`src/hw/rtl/sfi_pkg.sv`:
```
// ----------------------------------------------------------------------------
// sfi_pkg
// Shared types and constants of the sonar fusion IIR filter.
// ----------------------------------------------------------------------------
package sfi_pkg;

	localparam int SUM_W = 20;  // ten 16-bit samples
	localparam int HL_W  = 20;  // height limit width

	localparam logic [6:0] ID_X  = 7'h70;
	localparam logic [6:0] ID_Y  = 7'h73;
	localparam logic [6:0] ID_H0 = 7'h7C;

	typedef enum logic [1:0] {
		CLS_NONE,
		CLS_X,
		CLS_Y,
		CLS_H
	} cls_t;

	// one classified request passed from front to back
	typedef struct packed {
		cls_t             cls;
		logic [1:0]       hidx;
		logic [SUM_W-1:0] sum;
		logic             eom;
	} rec_t;

endpackage

```
`src/hw/rtl/sfi_queue.sv`:
```
// ----------------------------------------------------------------------------
// sfi_queue
// Small register queue between the front and the back.
// ----------------------------------------------------------------------------
module sfi_queue #(
	parameter int DEPTH = 2
) (
	input  logic          clk,
	input  logic          arst_n,
	input  logic          push,
	input  sfi_pkg::rec_t wdata,
	input  logic          pop,
	output sfi_pkg::rec_t rdata,
	output logic          full,
	output logic          avail
);

	localparam int PW = (DEPTH > 1) ? $clog2(DEPTH) : 1;
	localparam int CNTW = $clog2(DEPTH + 1);

	sfi_pkg::rec_t  mem_q [DEPTH];
	logic [PW-1:0]   wptr_q, rptr_q;
	logic [CNTW-1:0] cnt_q;

	assign full  = (cnt_q == CNTW'(DEPTH));
	assign avail = (cnt_q != '0);
	assign rdata = mem_q[rptr_q];

	always_ff @(posedge clk) begin
		if (push) begin
			mem_q[wptr_q] <= wdata;
		end
	end

	always_ff @(posedge clk or negedge arst_n) begin
		if (!arst_n) begin
			wptr_q <= '0;
			rptr_q <= '0;
			cnt_q  <= '0;
		end else begin
			if (push) begin
				wptr_q <= (wptr_q == PW'(DEPTH - 1)) ? '0 : wptr_q + 1'b1;
			end
			if (pop) begin
				rptr_q <= (rptr_q == PW'(DEPTH - 1)) ? '0 : rptr_q + 1'b1;
			end
			if (push && !pop) begin
				cnt_q <= cnt_q + 1'b1;
			end else if (pop && !push) begin
				cnt_q <= cnt_q - 1'b1;
			end
		end
	end

endmodule

```
`config.mk`:
```
export PLATFORM = sky130hd
export DESIGN_NAME = sfi_queue
export DESIGN_NICKNAME = d
export VERILOG_FILES = /design/src/hw/rtl/sfi_pkg.sv /design/src/hw/rtl/sfi_queue.sv
export SDC_FILE = /design/constraint.sdc
export NUM_CORES = 1
export LEC_CHECK = 0
export BUFFER_PORTS_ARGS = -buffer_cell sky130_fd_sc_hd__buf_2
export CAP_MARGIN = 20
export CORE_MARGIN = 5
export CORE_UTILIZATION = 51
export CTS_CLUSTER_DIAMETER = 50
export DETAILED_ROUTE_END_ITERATION = 16
export GPL_ROUTABILITY_DRIVEN = 0
export PLACE_DENSITY = 0.76
export SLEW_MARGIN = 20
export SYNTH_ARGS = -nofsm -noshare
export SYNTH_HDL_FRONTEND = slang
export SYNTH_SLANG_ARGS = --single-unit
```
`constraint.sdc`:
```
create_clock -name clk -period 2.6 [get_ports clk]
set_clock_uncertainty 0.2 [all_clocks]
set_input_delay 0.26 -clock clk [delete_from_list [all_inputs] [get_ports clk]]
set_output_delay 0.26 -clock clk [all_outputs]
set_load 0.03 [all_outputs]
```
* Word-level counts from Yosys, hierarchy flattened
Memories as Yosys holds them, arrays and structs flattened.
Index checks and enable logic that the tools add are counted.
Widths: inputs -> output; s select.
** Operators by class
- $add $sub $neg :: 4
- Muxes and demuxes :: 6
- Equal/unequal tests :: 1
- Reduce and logical (&&, ||, !) cells :: 6
** Operators by type and width (number)
- $mux 1 :: 4
- $mux 2 :: 2
- $reduce_bool 2->1 :: 2
- $add 1x1->1 const B :: 2
- $add 2x1->2 const B :: 1
- $eq 2x2->1 const B :: 1
- $logic_and 1x1->1 :: 2
- $logic_not 1->1 :: 2
- $sub 2x1->2 const B :: 1
** Storage, ports and cells
- Output and inout port bits :: 27
- Input port bits :: 29
- Memories :: 1
- Flip-flop bits (word level) :: 4
- Logic and storage cells :: 21
- Memory bits (writable) :: 50
** Memories
- mem_q :: words 2, bits a word 25, read ports 1, clocked after memory_dff 0, wr ports 1, RTL line sfi_queue.sv:21 : sfi_pkg::rec_t mem_q [DEPTH];

* Depth between registers and ports, before layout
- Depth after elaboration :: 4
- Mapped depth :: 5
- Mapped depth without buffers :: 5

* Worst setup path before layout
No wires, ideal clock.
- Kind :: flip-flop to flip-flop
- From :: reg wptr_q
- To :: mem mem_q[0][0] (netlist name), enable pin
- Period minus slack after synthesis :: 2.144 ns
- Cell stages (with the launch flop) :: 2
- Data arrival time :: 1.534 ns
- Path buffers :: 0
- Slack :: 0.456 ns
- Required time :: 1.990 ns
- Cells stage by stage :: dfrtp_1 -> nor2b_1
** RTL lines
- from (decl) :: RTL line sfi_queue.sv:22 : logic [PW-1:0] wptr_q, rptr_q;
- from (signal assigned) :: RTL line sfi_queue.sv:42 : wptr_q <= (wptr_q == PW'(DEPTH - 1)) ? '0 : wptr_q + 1'b1;
- to (decl) :: RTL line sfi_queue.sv:21
No word-level cell before the write port.

==> results.cfg <==
[status]
outcome = complete, no violations

[setup_path]
timing.critical_path.fanout_max = 16
setup.worst_path.class = reg -> out
required_arrival_time_at_the_worst_endpoint_ns = 2.14
startpoint_type = flop
critical_path.endpoint_type = output pin
worst_ep_arrival_time_ns = 1.49

[detailed_routing]
via_per_inst = 4.73
drc_errors = 0
dr.pass1.iters = 3
drt_iter0_markers = 52
totalWireLength_um = 3700
via_count = 1116
avgRoutedWirePerCell_um = 15.7
detail-route-antenna-nets = 0

[floorplanning]
floorplan.die.height_um = 74.1
die_area_um2 = 5490
start_util_pct = 52.4
core_area_um2 = 4000
fp.dieW_um = 74.1
fp-row-count = 23
pin_count = 56

[global_routing]
grt_use_met2_pct = 27.6
use_met3_pct = 5.54
grt_antenna_before_repair = 0
track_usage_pct = 14.6
remaining_overflow_grt = 0
grt_start_max_net_pins = 18
globalRouteMet1Util_pct = 14.9
grt_first_pass_wirelength_um = 5810
first_global_vias = 1233
grt.busiest_layer = met2

[cts]
clock-root-buffer = sky130_fd_sc_hd__clkbuf_8
postCtsResizedCells = 0
clock_sink_count = 54
ctsHoldBuffers = 28
numCtsBuffers = 5
tritoncts = yes
post_cts_buffers = 0
clock_latency_ns = 0.29
cts_htree_levels = 2
clkTransAtPathRegs_ns = 0.08
clockBufferDepth = 2

[layout]
antenna_cells_inserted = 0
fin_util_pct = 69.9
finalNonFillerCells = 236
post_route_cells_drive_above_1_share_pct = 50.0
multi_input_area_um2 = 440
syn_to_final_growth_pct = 33.5
fin_nets = 215
final-seq-area_um2 = 1600
num-fill-cells = 263

[placed_design]
place.detailed.hpwl_um = 2380
post-place-cells = 200
placement.setup.worst_slack_ns = 0.901
portBuffers = 55

[timing]
postLayoutSetupSlackWorst_ns = 0.649
period_share_pct = 75.0
post-route-min-period_ns = 1.95
transition_time_at_the_pin_with_the_least_slew_margin_ns = 0.531
final-hold-violation-count = 0
grt_setup_unrepaired = false
report.final.slew_viol_count = 0
finalSetupViolations = 0
tns_ns = 0
slew_headroom_pct = 64.6
max_clock_freq_mhz = 513

[logic_synthesis]
mappedNetlistArea_um2 = 2090
synthCells = 94
average_size_of_a_mapped_cell_um2 = 22.3
synth_warnings = 0
sequential_cell_area_fraction_in_the_yosys_report_pct = 76.5
synth_cell_type_count = 14
ys_ff_latch = 54
postSynthNetCount = 124

[run]
max_cap_check_violation_count = 0

[pwr]
power_report.internal_total_w = 0.00184
total_power_w = 0.00286
sequentialPowerShare_pct = 42.7
power_switching_share_pct = 35.6
power.share.clock_pct = 15.8
p_switching_w = 0.00102
irDropWorstVdd_uv = 832
power.share.combinational_pct = 41.5
cellPowerDensity_nw_per_um2 = 1020
power_leakage_nw = 1.14

[worst_hold_path]
hold_wc_path_type = in -> async
-- registers in the layout, summed over array words and instances (netlist names) --
name,cells
cnt_q,2
mem_q,50
rptr_q,1
wptr_q,1
-- power by group through the flow --
stage	clock network (W)	registers (W)	logic, W
2_1_floorplan	0	0.00123	0.000951
3_3_place_gp	0	0.00123	0.00116
3_5_place_dp	0	0.00124	0.00117
4_1_cts	0.000465	0.00122	0.00120
5_1_grt	0.000493	0.00124	0.00125
6_report	0.000452	0.00122	0.00119
-- final cells by class --
cell class	count	share of cell area, %
repair buffers	87	21.4
inverters	1	0.134
clock inverters	2	0.626
well taps	50	2.24
multi-input cells	36	15.7
clock buffers	6	2.60
flip-flops and latches	54	57.3
-- cell families after synthesis --
group,Yosys count,share of synthesized area (%)
buffers and inverters,4,2.63
adders and majority gates,1,0.597
muxes,25,16.8
xor gates and xnor gates,5,2.09
and+or+nand+nor,5,1.37
DFF,54,76.5
-- cells in the mapped netlist --
| cell type | count | area share, % |
|---|---|---|
| sky130_fd_sc_hd__ha_1 | 1 | 0.60 |
| sky130_fd_sc_hd__xor2_1 | 4 | 1.7 |
| sky130_fd_sc_hd__or2_2 | 1 | 0.30 |
| sky130_fd_sc_hd__nor2b_1 | 2 | 0.60 |
| sky130_fd_sc_hd__mux2_2 | 6 | 3.2 |
| sky130_fd_sc_hd__dfrtp_1 | 4 | 4.8 |
| sky130_fd_sc_hd__and2_1 | 1 | 0.30 |
| sky130_fd_sc_hd__mux2_4 | 19 | 14 |
| sky130_fd_sc_hd__buf_6 | 1 | 0.54 |
| sky130_fd_sc_hd__buf_12 | 2 | 1.9 |
| sky130_fd_sc_hd__nor2_1 | 1 | 0.18 |
| sky130_fd_sc_hd__edfxtp_1 | 50 | 72 |
| sky130_fd_sc_hd__xnor2_1 | 1 | 0.42 |
| sky130_fd_sc_hd__inv_1 | 1 | 0.18 |
-- metal layers --
layer	wire length [um]	share of wire [%]	up-vias
li1	-	-	537
met1	1320	36	536
met2	2060	56	38
met3	288	7.8	5
met4	29	0.78	0
met5	0	0	-
-- worst paths after layout --
kind                                               to  slack (ns)            startpoint  cells past startpoint
worst max register to register  mem_q[0][4]$_DFFE_PP_        0.90    wptr_q$_DFFE_PN0P_                      2
worst min-delay path               wptr_q$_DFFE_PN0P_        0.09                arst_n                      2
min in group clk                 cnt_q[1]$_DFFE_PN0P_        0.29  cnt_q[1]$_DFFE_PN0P_                      1
max in group asynchronous          rptr_q$_DFFE_PN0P_        1.99                arst_n                      2
worst min register to register   cnt_q[1]$_DFFE_PN0P_        0.29  cnt_q[1]$_DFFE_PN0P_                      1
worst max-delay path                        rdata[24]        0.65    rptr_q$_DFFE_PN0P_                      3
-- critical path: stages, from the launching register on --
cell and delay [ns]:
sky130_fd_sc_hd__dfrtp_1 0.36, sky130_fd_sc_hd__buf_4 0.28, sky130_fd_sc_hd__mux2_2 0.37, sky130_fd_sc_hd__buf_2 0.18
-- cell usage in the layout (no fill, tap or decap) --
| cell type | instances |
|---|---|
| sky130_fd_sc_hd__dlygate4sd3_1 | 28 |
| sky130_fd_sc_hd__mux2_4 | 19 |
| sky130_fd_sc_hd__mux2_2 | 6 |
| sky130_fd_sc_hd__buf_12 | 1 |
| sky130_fd_sc_hd__nor2_1 | 1 |
| sky130_fd_sc_hd__nor2b_1 | 1 |
| sky130_fd_sc_hd__ha_1 | 1 |
| sky130_fd_sc_hd__clkbuf_8 | 5 |
| sky130_fd_sc_hd__inv_1 | 1 |
| sky130_fd_sc_hd__nor2b_2 | 1 |
| sky130_fd_sc_hd__clkbuf_1 | 1 |
| sky130_fd_sc_hd__buf_4 | 3 |
| sky130_fd_sc_hd__buf_2 | 55 |
| sky130_fd_sc_hd__or2_2 | 1 |
| sky130_fd_sc_hd__dfrtp_1 | 4 |
| sky130_fd_sc_hd__and2_1 | 1 |
| sky130_fd_sc_hd__xnor2_1 | 1 |
| sky130_fd_sc_hd__edfxtp_1 | 50 |
| sky130_fd_sc_hd__xor2_1 | 4 |
| sky130_fd_sc_hd__clkinv_4 | 1 |
| sky130_fd_sc_hd__inv_6 | 1 |
-- metrics by stage --
| stage | instance area [um2] | hold WS (ns) |
|---|---|---|
| CTS | 2800 | 0.0718 |
| global route | 2800 | 0.0859 |
| floorplan | 2090 | -0.236 |
| finish | 2800 | 0.0875 |
| detailed placement | 2430 | -0.129 |
| global placement | 2430 | -0.133 |
Power figures use the tool's default switching activity.
