## config.mk

```make
export PLATFORM = sky130hd
export DESIGN_NAME = sfi_front
export DESIGN_NICKNAME = d
export VERILOG_FILES = /design/src/hw/rtl/sfi_pkg.sv /design/src/hw/rtl/sfi_front.sv
export SDC_FILE = /design/constraint.sdc
export NUM_CORES = 1
export LEC_CHECK = 0
export ABC_CLOCK_PERIOD_IN_PS = 10420
export BUFFER_PORTS_ARGS = -buffer_cell sky130_fd_sc_hd__buf_2
export CAP_MARGIN = 20
export CORE_MARGIN = 2
export CORE_UTILIZATION = 45
export DETAILED_ROUTE_END_ITERATION = 6
export PLACE_DENSITY = 0.78
export SYNTH_ARGS = -nofsm -noshare
export SYNTH_HDL_FRONTEND = slang
export SYNTH_SLANG_ARGS = --single-unit
```

## constraint.sdc

```tcl
create_clock -name vclk -period 10.42
set_input_delay 2.084 -clock vclk [all_inputs]
set_output_delay 2.084 -clock vclk [all_outputs]
set_load 0.05 [all_outputs]
```

## src/hw/rtl/sfi_pkg.sv

```systemverilog
// ----------------------------------------------------------------------------
// sfi_pkg
// Shared types and constants of the sonar fusion IIR filter.
// ----------------------------------------------------------------------------
package sfi_pkg;

	localparam int SUM_W = 20;  // ten 16-bit samples
	localparam int HL_W  = 20;  // height limit width

	localparam logic [6:0] ID_X  = 7'h70;
	localparam logic [6:0] ID_Y  = 7'h73;
	localparam logic [6:0] ID_H0 = 7'h7C;

	typedef enum logic [1:0] {
		CLS_NONE,
		CLS_X,
		CLS_Y,
		CLS_H
	} cls_t;

	// one classified request passed from front to back
	typedef struct packed {
		cls_t             cls;
		logic [1:0]       hidx;
		logic [SUM_W-1:0] sum;
		logic             eom;
	} rec_t;

endpackage

```

## src/hw/rtl/sfi_front.sv

```systemverilog
// ----------------------------------------------------------------------------
// sfi_front
// Accepts sonar requests, sums the samples and classifies the sonar id.
// ----------------------------------------------------------------------------
module sfi_front #(
	parameter int SAMPLES_PER_RECORD = 10
) (
	input  logic              sonar_valid,
	output logic              sonar_stall,
	input  logic [6:0]        sonar_id,
	input  logic [9:0][15:0]  dist_vec,
	input  logic              end_of_message,
	input  logic              q_full,
	output logic              push,
	output sfi_pkg::rec_t     rec
);

	logic [sfi_pkg::SUM_W-1:0] sum;

	always_comb begin
		sum = '0;
		for (int i = 0; i < 10; i++) begin
			if (i < SAMPLES_PER_RECORD) begin
				sum = sum + sfi_pkg::SUM_W'(dist_vec[i]);
			end
		end
	end

	always_comb begin
		rec.sum  = sum;
		rec.eom  = end_of_message;
		rec.hidx = sonar_id[1:0];
		if (sonar_id == sfi_pkg::ID_X) begin
			rec.cls = sfi_pkg::CLS_X;
		end else if (sonar_id == sfi_pkg::ID_Y) begin
			rec.cls = sfi_pkg::CLS_Y;
		end else if (sonar_id >= sfi_pkg::ID_H0) begin
			rec.cls = sfi_pkg::CLS_H;
		end else begin
			rec.cls = sfi_pkg::CLS_NONE;
		end
	end

	// hold off while the queue is full
	assign sonar_stall = q_full;
	assign push        = sonar_valid && !q_full;

endmodule

```

==> Word-level counts from Yosys, hierarchy flattened <==
Index checks and enable logic that the tools add are counted.
{ "op_classes": {"magnitude_cmp": 1, "add_sub_neg": 9, "n_mux": 3, "reduce_logical": 2, "n_eq_ne": 2} }
{ "ops": {"columns": ["cell", "count"], "rows": [
  ["$add A20 B16 Y20", 5],
  ["$add A19 B16 Y20", 1],
  ["$add A18 B16 Y19", 1],
  ["$add A17 B16 Y18", 1],
  ["$add A16 B16 Y17", 1],
  ["$eq A7 B7 Y1 const B", 2],
  ["$ge A7 B7 Y1 const B", 1],
  ["$mux W2", 3],
  ["$logic_and A1 B1 Y1", 1],
  ["$logic_not A1 Y1", 1]
]} }
{ "word_totals": {"elab_cells": 17, "inputBits": 170, "register_bits": 0} }

==> Depth between registers and ports, before layout <==
Gate-level depths: netlist of the first run.
{ "logic_depth": {"depth_word": 9, "depth_mapped": 18} }

==> Worst setup path before layout of the first run <==
No wires, ideal clock.
{ "synth_path": {"kind": "input-to-output", "from": "input port dist_vec[2] (netlist name)", "to": "output port rec[12] (netlist name)", "arrival_ps": 6865, "required_time_ps": 8336, "setup_slack_ps": 1471, "stages": 17, "path_buffers": 0, "cell_sequence": "inv_1 > fa_1 > inv_1 > fa_1 > fa_1 > inv_1 > fa_1 > inv_1 > fa_1 > inv_1 > fa_1 > nand2b_1 > a21oi_2 > o32a_4 > a21o_1 > a21oi_1 > xnor2_1"} }
{ "synth_rtl": {"columns": ["item", "line_no", "rtl"], "rows": [
  ["start: declaration", "sfi_front.sv:11", "input logic [9:0][15:0] dist_vec,"],
  ["end: declaration", "sfi_front.sv:15", "output sfi_pkg::rec_t rec"]
]} }

==> impl_summary.txt, run 1 <==
----------------------------------------------------
[Run status]
  Outcome ... finished, final reports clean

[Layout]
  Storage element area ... 0 um^2
  Fin nets ... a little over 900
  Ratio of cells with drive above 1 in the final layout ... 0.3333
  Syn-to-layout area delta ... 25.90%
  Clock Buffer Count ... 0
  Most frequent standard cell in the layout excluding fill and tap cells ... sky130_fd_sc_hd__buf_2
  Highest-count cells in the layout ignoring fill and taps ... 195 x sky130_fd_sc_hd__buf_2, 152 x sky130_fd_sc_hd__inv_1, 125 x sky130_fd_sc_hd__fa_1, 27 x sky130_fd_sc_hd__ha_1, 22 x sky130_fd_sc_hd__a21oi_1
  Sequential cell count ... 0
  Final non-filler cell area ... 0.005213 mm^2
  Core Util, Final ... 0.5750
  Filler cell count in the final layout ... 829
  N_diodes ... 0

[Floorplan]
  Number of top-level design ports ... 197
  Initial cell density of the core ... 0.4567
  Core outline area ... a little over 0.009 mm^2
  Die boundary width ... around 100 um
  Overall die height ... about 100 um
  Total number of placement rows ... 35
  Total Die Area ... 0.009984 mm^2

[STA]
  Final clock period utilization by the worst path ... 0.8583
  Setup TNS after final layout ... 0 ns
  Upper clock frequency limit ... 111.8 MHz
  Least-Margin Pin Slew ... roughly 0.33 ns
  Final Critical Period ... 8.944 ns
  Slew headroom ... 0.7788
  Worst Hold Margin ... 4.168 ns
  Final number of max-transition violations ... 0
  Final hold violation count ... 0
  Total of endpoints with negative setup slack in the final report ... 0
  Unrepaired setup endpoints after global routing ... false

[Placed design]
  Post-Place Cell Area ... about 0.0052 mm^2
  Estimated wirelength of the detail-placed design ... 8.477 mm
  Routability congestion estimate from global placement ... 0.8223
  Count of port buffers added during placement ... 195

[Hold path]
  Tightest Hold Check Type ... primary input to output pin

[Setup path]
  Data arrival, critical path ... 6.86 ns
  Setup crit end kind ... output pin
  Worst Path Required ... between 8 and 9 ns
  Crit Path Max Fanout ... 3
  CP Class ... primary input to output pin
  Critical path launch point type ... primary input

[Yosys]
  Post-synthesis mux area share ... 0
  Nets in the synthesized netlist ... 740
  Fraction of the mapped netlist area in compound gates ... 0.09399
  Yosys warnings ... 0
  Count of cell types in the netlist ... 31
  Cells after synthesis ... 418
  Post-Syn Area per Cell ... 9.905 um^2
  Combinational family with the most area after synthesis ... adder cells
  Post-synthesis share of cell area spent on and, or, nand and nor gates ... 0.04019
  Post-Synth Adder-Cell Area ... 0.6860
  Post-Syn Area ... 0.004140 mm^2
  Sequential area share after synthesis ... 0
  Synthesized-area fraction occupied by xor and xnor cells ... 0.03173

[Global route]
  Total overflow reported by the global router ... 0
  Overall track demand over capacity in global routing ... 0.1745
  First-pass GRT wire length ... 14.52 mm
  Number of global-route vias before repair ... 3653
  Number of antenna violations at the first check in global routing ... 0
  Largest net degree at the start of global routing ... 9

[Drt]
  Aggregate routed wire length ... 8.478 mm
  Vias ... 3323
  Routed Antenna Nets ... 0
  Initial drt markers ... 44
  Ratio of routed vias to standard cells ... 4.635
  Total DRC errors in the routed layout ... 0
  Wire length per cell ... about 12 um
  Number of detailed-routing iterations run before antenna repair ... 4

[Clocking]
  Post-cts resize count ... 0
  Total setup buffers inserted after CTS ... 0
  Hold buffer count at cts ... 0

[Run]
  MaxCap Viol Count ... 0

----------------------------------------------------
## cells by family after synthesis
kind of cell	count (synthesis)
buffers and inverters	159
adders and majority gates	152
AOI/OAI and AO/OA	54
and+or+nand+nor	38
xor gates and xnor gates	15
## worst max-delay path: stages
cell	delay, ns
sky130_fd_sc_hd__buf_2	0.08
sky130_fd_sc_hd__inv_1	0.04
sky130_fd_sc_hd__fa_1	0.53
sky130_fd_sc_hd__inv_1	0.05
sky130_fd_sc_hd__fa_1	0.47
sky130_fd_sc_hd__fa_1	0.56
sky130_fd_sc_hd__inv_1	0.06
sky130_fd_sc_hd__fa_1	0.52
sky130_fd_sc_hd__inv_1	0.05
sky130_fd_sc_hd__fa_1	0.54
sky130_fd_sc_hd__inv_1	0.07
sky130_fd_sc_hd__fa_1	0.45
sky130_fd_sc_hd__nand2b_1	0.19
sky130_fd_sc_hd__a21oi_2	0.21
sky130_fd_sc_hd__o32a_4	0.23
sky130_fd_sc_hd__a21oi_4	0.07
sky130_fd_sc_hd__o21ai_1	0.19
sky130_fd_sc_hd__xor2_1	0.17
sky130_fd_sc_hd__buf_2	0.29
## path summary, 6_finish.rpt
kind / startpoint / endpoint / slack, ns / depth (start not counted)
min: end_of_message / rec[0] / 4.17 / 0
max: dist_vec[2] / rec[18] / 1.48 / 19
## per-layer routing
| layer | GRT usage | routed length, um | vias to the layer above |
|---|---|---|---|
| met1 | 0.1961 | 2799 | 1608 |
| met4 | 0.01264 | 70 | 0 |
| met3 | 0.01671 | 670 | 6 |
| met5 | 0 | 0 | - |
| li1 | - | - | 1582 |
| met2 | 0.3654 | 4936 | 127 |
## synth_stat cells (3+ instances only)
master / count / area share
sky130_fd_sc_hd__a21o_1: 9 / 0.016
sky130_fd_sc_hd__a21oi_1: 22 / 0.027
sky130_fd_sc_hd__buf_4: 4 / 0.0073
sky130_fd_sc_hd__fa_1: 125 / 0.60
sky130_fd_sc_hd__ha_1: 27 / 0.082
sky130_fd_sc_hd__inv_1: 152 / 0.14
sky130_fd_sc_hd__nand2_1: 14 / 0.013
sky130_fd_sc_hd__nand2b_1: 3 / 0.0045
sky130_fd_sc_hd__nand3_1: 5 / 0.0060
sky130_fd_sc_hd__nor2_1: 11 / 0.010
sky130_fd_sc_hd__o211ai_1: 4 / 0.0073
sky130_fd_sc_hd__o21ai_0: 5 / 0.0060
sky130_fd_sc_hd__xnor2_1: 12 / 0.025
sky130_fd_sc_hd__xor2_1: 3 / 0.0063
## area by class of cell
class	count	area (um^2)	area share
multi-input cells	259	3527	0.6767
repair buffers	195	975.9	0.1872
inverters	152	570.5	0.1095
well taps	111	138.9	0.02664
## through the flow
step | setup WS [ns] | cells
after global routing | 1.180 | 717
after global placement | 1.567 | 717
after floorplan | 1.471 | 418
after CTS | 1.458 | 717
after detailed placement | 1.508 | 717
final | 1.476 | 717
Power of run 1 is left out: the tool's default activity adds up to more than one toggle a clock period on the data nets, which glitch-free logic cannot reach.
==> inputs of run 2 (changes only) <==
PLACE_DENSITY = unset   (was 0.78)
PLACE_DENSITY_LB_ADDON = 0.25   (was unset)
==> impl_summary.txt, run 2 (synthesis results as in run 1) <==
----------------------------------------------------
[Setup path]
  Crit-path max cell delay ... 0.55 ns
  Data arrival, critical path ... 6.82 ns
  Critical Path, Cell by Cell ... buf_2, inv_1, fa_1, inv_1, fa_1, fa_1, inv_1, fa_1, inv_1, fa_1, inv_1, fa_1, nand2b_1, a21oi_2, o32a_4, a21oi_4, o21ai_1, xor2_1, buf_2
  CP Class ... primary input to output pin
  Worst path depth ... 19
  Total buffers and inverters traversed by the critical path ... 7
  Cell repeated most along the worst path ... sky130_fd_sc_hd__fa_1
  Setup crit end kind ... output pin
  Crit Path Max Fanout ... 3
  Critical path launch point type ... primary input
  Family with the most delay on the worst path ... adder cells
  Slowest library cell on the worst path ... sky130_fd_sc_hd__fa_1
  Worst Path Required ... ~8.3 ns

[Hold path]
  Tightest Hold Check Type ... primary input to output pin
  WHS Path Cells ... 0

[Placed design]
  Count of port buffers added during placement ... 195
  Post-Place Cell Area ... 0.005213 mm^2
  Routability congestion estimate from global placement ... 0.7523
  Estimated wirelength of the detail-placed design ... 7.609 mm

[STA]
  Setup TNS after final layout ... 0 ns
  Least-Margin Pin Slew ... approximately 0.33 ns
  Final clock period utilization by the worst path ... 0.8540
  Final hold violation count ... 0
  Unrepaired setup endpoints after global routing ... false
  Total of endpoints with negative setup slack in the final report ... 0
  Final number of max-transition violations ... 0
  Upper clock frequency limit ... between 100 and 150 MHz
  Slew headroom ... 0.7774
  Final Critical Period ... 8.899 ns

[Drt]
  Aggregate routed wire length ... 7.532 mm
  Number of detailed-routing iterations run before antenna repair ... 4
  Ratio of routed vias to standard cells ... 4.488
  Total DRC errors in the routed layout ... 0
  Routed Antenna Nets ... 0
  Vias ... 3218
  Initial drt markers ... 40
  Wire length per cell ... 10.50 um

[Layout]
  N_diodes ... 0
  Final non-filler cell area ... 0.005213 mm^2
  Syn-to-layout area delta ... 25.90%
  Sequential cell count ... 0
  Fin nets ... 930
  Highest-count cells in the layout ignoring fill and taps ... 195 x sky130_fd_sc_hd__buf_2, 152 x sky130_fd_sc_hd__inv_1, 125 x sky130_fd_sc_hd__fa_1, 27 x sky130_fd_sc_hd__ha_1, 22 x sky130_fd_sc_hd__a21oi_1
  Filler cell count in the final layout ... around 800
  Ratio of cells with drive above 1 in the final layout ... 0.3333
  Storage element area ... 0 um^2
  Clock Buffer Count ... 0
  Most frequent standard cell in the layout excluding fill and tap cells ... sky130_fd_sc_hd__buf_2

[Global route]
  First-pass GRT wire length ... between 10 and 15 mm
  Number of antenna violations at the first check in global routing ... 0
  Total overflow reported by the global router ... 0
  Number of global-route vias before repair ... 3348
  Largest net degree at the start of global routing ... 9
  Overall track demand over capacity in global routing ... 0.1546

[Run]
  MaxCap Viol Count ... 0

[Floorplan]
  Overall die height ... around 100 um
  Total Die Area ... 0.009984 mm^2
  Number of top-level design ports ... 197
  Core outline area ... 0.009065 mm^2
  Initial cell density of the core ... 0.4567
  Total number of placement rows ... 35
  Die boundary width ... 99.92 um

[Run status]
  Outcome ... finished, final reports clean

[Clocking]
  Total setup buffers inserted after CTS ... 0
  Post-cts resize count ... 0
  Hold buffer count at cts ... 0

----------------------------------------------------
[run 2: cell counts in the layout (fill, tap and decap cells not counted)]
No cell type changed its count.
[run 2: worst paths after layout]
path / startpoint / end
worst max-delay path: dist_vec[2] / rec[18]
worst min-delay path: end_of_message / rec[0]
[run 2: cell type report]
type               instances  area (um^2)  area share
multi-input cells        259         3527      0.6767
repair buffers           195        975.9      0.1872
well taps                111        138.9     0.02664
inverters                152        570.5      0.1095
[run 2: metrics by stage]
stage | setup slack (ns) | hold WS (ns) | utilization | instances
global route | 1.250 | 4.168 | 0.5750 | 717
finish | 1.521 | 4.168 | 0.5750 | 717
CTS | 1.487 | 4.168 | 0.5750 | 717
floorplan | 1.471 | 4.335 | - | 418
global placement | 1.552 | 4.168 | 0.5750 | 717
detailed placement | 1.513 | 4.168 | 0.5750 | 717
[run 2: per-layer routing]
layer  vias up  global-route usage  wire (um)
met2       108              0.3077       4152
li1       1581                   -          -
met3         0             0.01671        560
met1      1529              0.1917       2819
met4         0                   0          0
met5         -                   0          0
Power of run 2 is left out for the same reason.
==> inputs of run 3 (changes only) <==
PLACE_DENSITY = 0.84   (was unset)
PLACE_DENSITY_LB_ADDON = unset   (was 0.25)
==> impl_summary.txt, run 3 (synthesis results as in run 1) <==
----------------------------------------------------
[Run status]
  Outcome ... finished, final reports clean

[Global route]
  First-pass GRT wire length ... 14.91 mm
  Largest net degree at the start of global routing ... 9
  Total overflow reported by the global router ... 0
  Overall track demand over capacity in global routing ... 0.1807
  Number of antenna violations at the first check in global routing ... 0
  Number of global-route vias before repair ... 3668

[Drt]
  Ratio of routed vias to standard cells ... ~4.7
  Initial drt markers ... 52
  Vias ... 3348
  Routed Antenna Nets ... 0
  Total DRC errors in the routed layout ... 0
  Aggregate routed wire length ... 8.873 mm
  Wire length per cell ... roughly 12 um
  Number of detailed-routing iterations run before antenna repair ... 4

[Floorplan]
  Initial cell density of the core ... 0.4567
  Total number of placement rows ... 35
  Overall die height ... 99.92 um
  Die boundary width ... 99.92 um
  Total Die Area ... approximately 0.010 mm^2
  Number of top-level design ports ... 197
  Core outline area ... 0.009065 mm^2

[Setup path]
  Setup crit end kind ... output pin
  Crit-path max cell delay ... 0.56 ns
  Critical Path Source ... dist_vec[2]
  Cell repeated most along the worst path ... sky130_fd_sc_hd__fa_1
  Data arrival, critical path ... 6.95 ns
  Crit Path Max Fanout ... 3
  Slowest library cell on the worst path ... sky130_fd_sc_hd__fa_1
  Critical path launch point type ... primary input
  End of the critical path ... rec[18]
  Critical Path, Cell by Cell ... buf_2, inv_1, fa_1, inv_1, fa_1, fa_1, inv_1, fa_1, inv_1, fa_1, inv_1, fa_1, nand2b_1, a21oi_2, o32a_4, a21oi_4, o21ai_1, xor2_1, buf_2
  Worst Path Required ... 8.34 ns
  CP Class ... primary input to output pin

[STA]
  Total of endpoints with negative setup slack in the final report ... 0
  Upper clock frequency limit ... 110.7 MHz
  Final number of max-transition violations ... 0
  Final clock period utilization by the worst path ... 0.8668
  Unrepaired setup endpoints after global routing ... false
  Slew headroom ... 0.7853
  Setup TNS after final layout ... 0 ns
  Final hold violation count ... 0
  Final Critical Period ... between 9 and 10 ns
  Least-Margin Pin Slew ... 0.3186 ns

[Layout]
  Sequential cell count ... 0
  Fin nets ... 930
  Most frequent standard cell in the layout excluding fill and tap cells ... sky130_fd_sc_hd__buf_2
  Syn-to-layout area delta ... 25.90%
  Highest-count cells in the layout ignoring fill and taps ... 195 x sky130_fd_sc_hd__buf_2, 152 x sky130_fd_sc_hd__inv_1, 125 x sky130_fd_sc_hd__fa_1, 27 x sky130_fd_sc_hd__ha_1, 22 x sky130_fd_sc_hd__a21oi_1
  Clock Buffer Count ... 0
  Final standard cell count with taps included and fillers excluded ... roughly 700
  Ratio of cells with drive above 1 in the final layout ... 0.3333
  Storage element area ... 0 um^2
  N_diodes ... 0

[Run]
  MaxCap Viol Count ... 0

[Clocking]
  Post-cts resize count ... 0
  Total setup buffers inserted after CTS ... 0
  Hold buffer count at cts ... 0

[Placed design]
  Estimated wirelength of the detail-placed design ... 8.740 mm
  Cell total after placement ... 717
  Count of port buffers added during placement ... roughly 200
  Routability congestion estimate from global placement ... 0.8289

[Hold path]
  Tightest Hold Check Type ... primary input to output pin

----------------------------------------------------
run 3: cell counts in the layout (fill, tap and decap cells not counted):
Identical to the previous run, type by type.
run 3: worst max-delay path, delay by kind of cell:
kind            cells  cell delay (ns)
compound gates      4             0.68
xor+xnor            1             0.21
buf+inv             7             0.67
fa+ha+maj           6             3.10
simple gates        1             0.19
run 3: stage by stage:
stage | hold WS, ns | instance area [um^2] | utilization | worst slack [ns]
floorplan | 4.335 | 4140 | - | 1.471
global route | 4.168 | 5213 | 0.5750 | 1.162
detailed placement | 4.169 | 5213 | 0.5750 | 1.422
CTS | 4.169 | 5213 | 0.5750 | 1.367
global placement | 4.169 | 5213 | 0.5750 | 1.539
finish | 4.168 | 5213 | 0.5750 | 1.388
run 3: routing by layer:
layer / track usage / part of all wire / up-vias
met4: 0.004215 / 0.0024 / 0
met1: 0.1948 / 0.34 / 1642
met3: 0.01532 / 0.072 / 2
met2: 0.3935 / 0.59 / 127
met5: 0 / 0 / -
li1: - / - / 1577
run 3: layout make-up:
| class | instances | area [um^2] |
|---|---|---|
| Inverter | 152 | 570.5 |
| Fill cell | 782 | 3852 |
| Timing Repair Buffer | 195 | 975.9 |
| Multi-Input combinational cell | 259 | 3527 |
| Tap cell | 111 | 138.9 |
run 3: worst min path at each step:
stage	start	to	slack (ns)	cells past startpoint
finish	end_of_message	rec[0]	4.17	0
global route	end_of_message	rec[0]	4.17	0
CTS	end_of_message	rec[0]	4.17	0
detailed placement	end_of_message	rec[0]	4.17	0
global placement	end_of_message	rec[0]	4.17	0
floorplan	end_of_message	rec[0]	4.34	1
Power of run 3 is left out for the same reason.
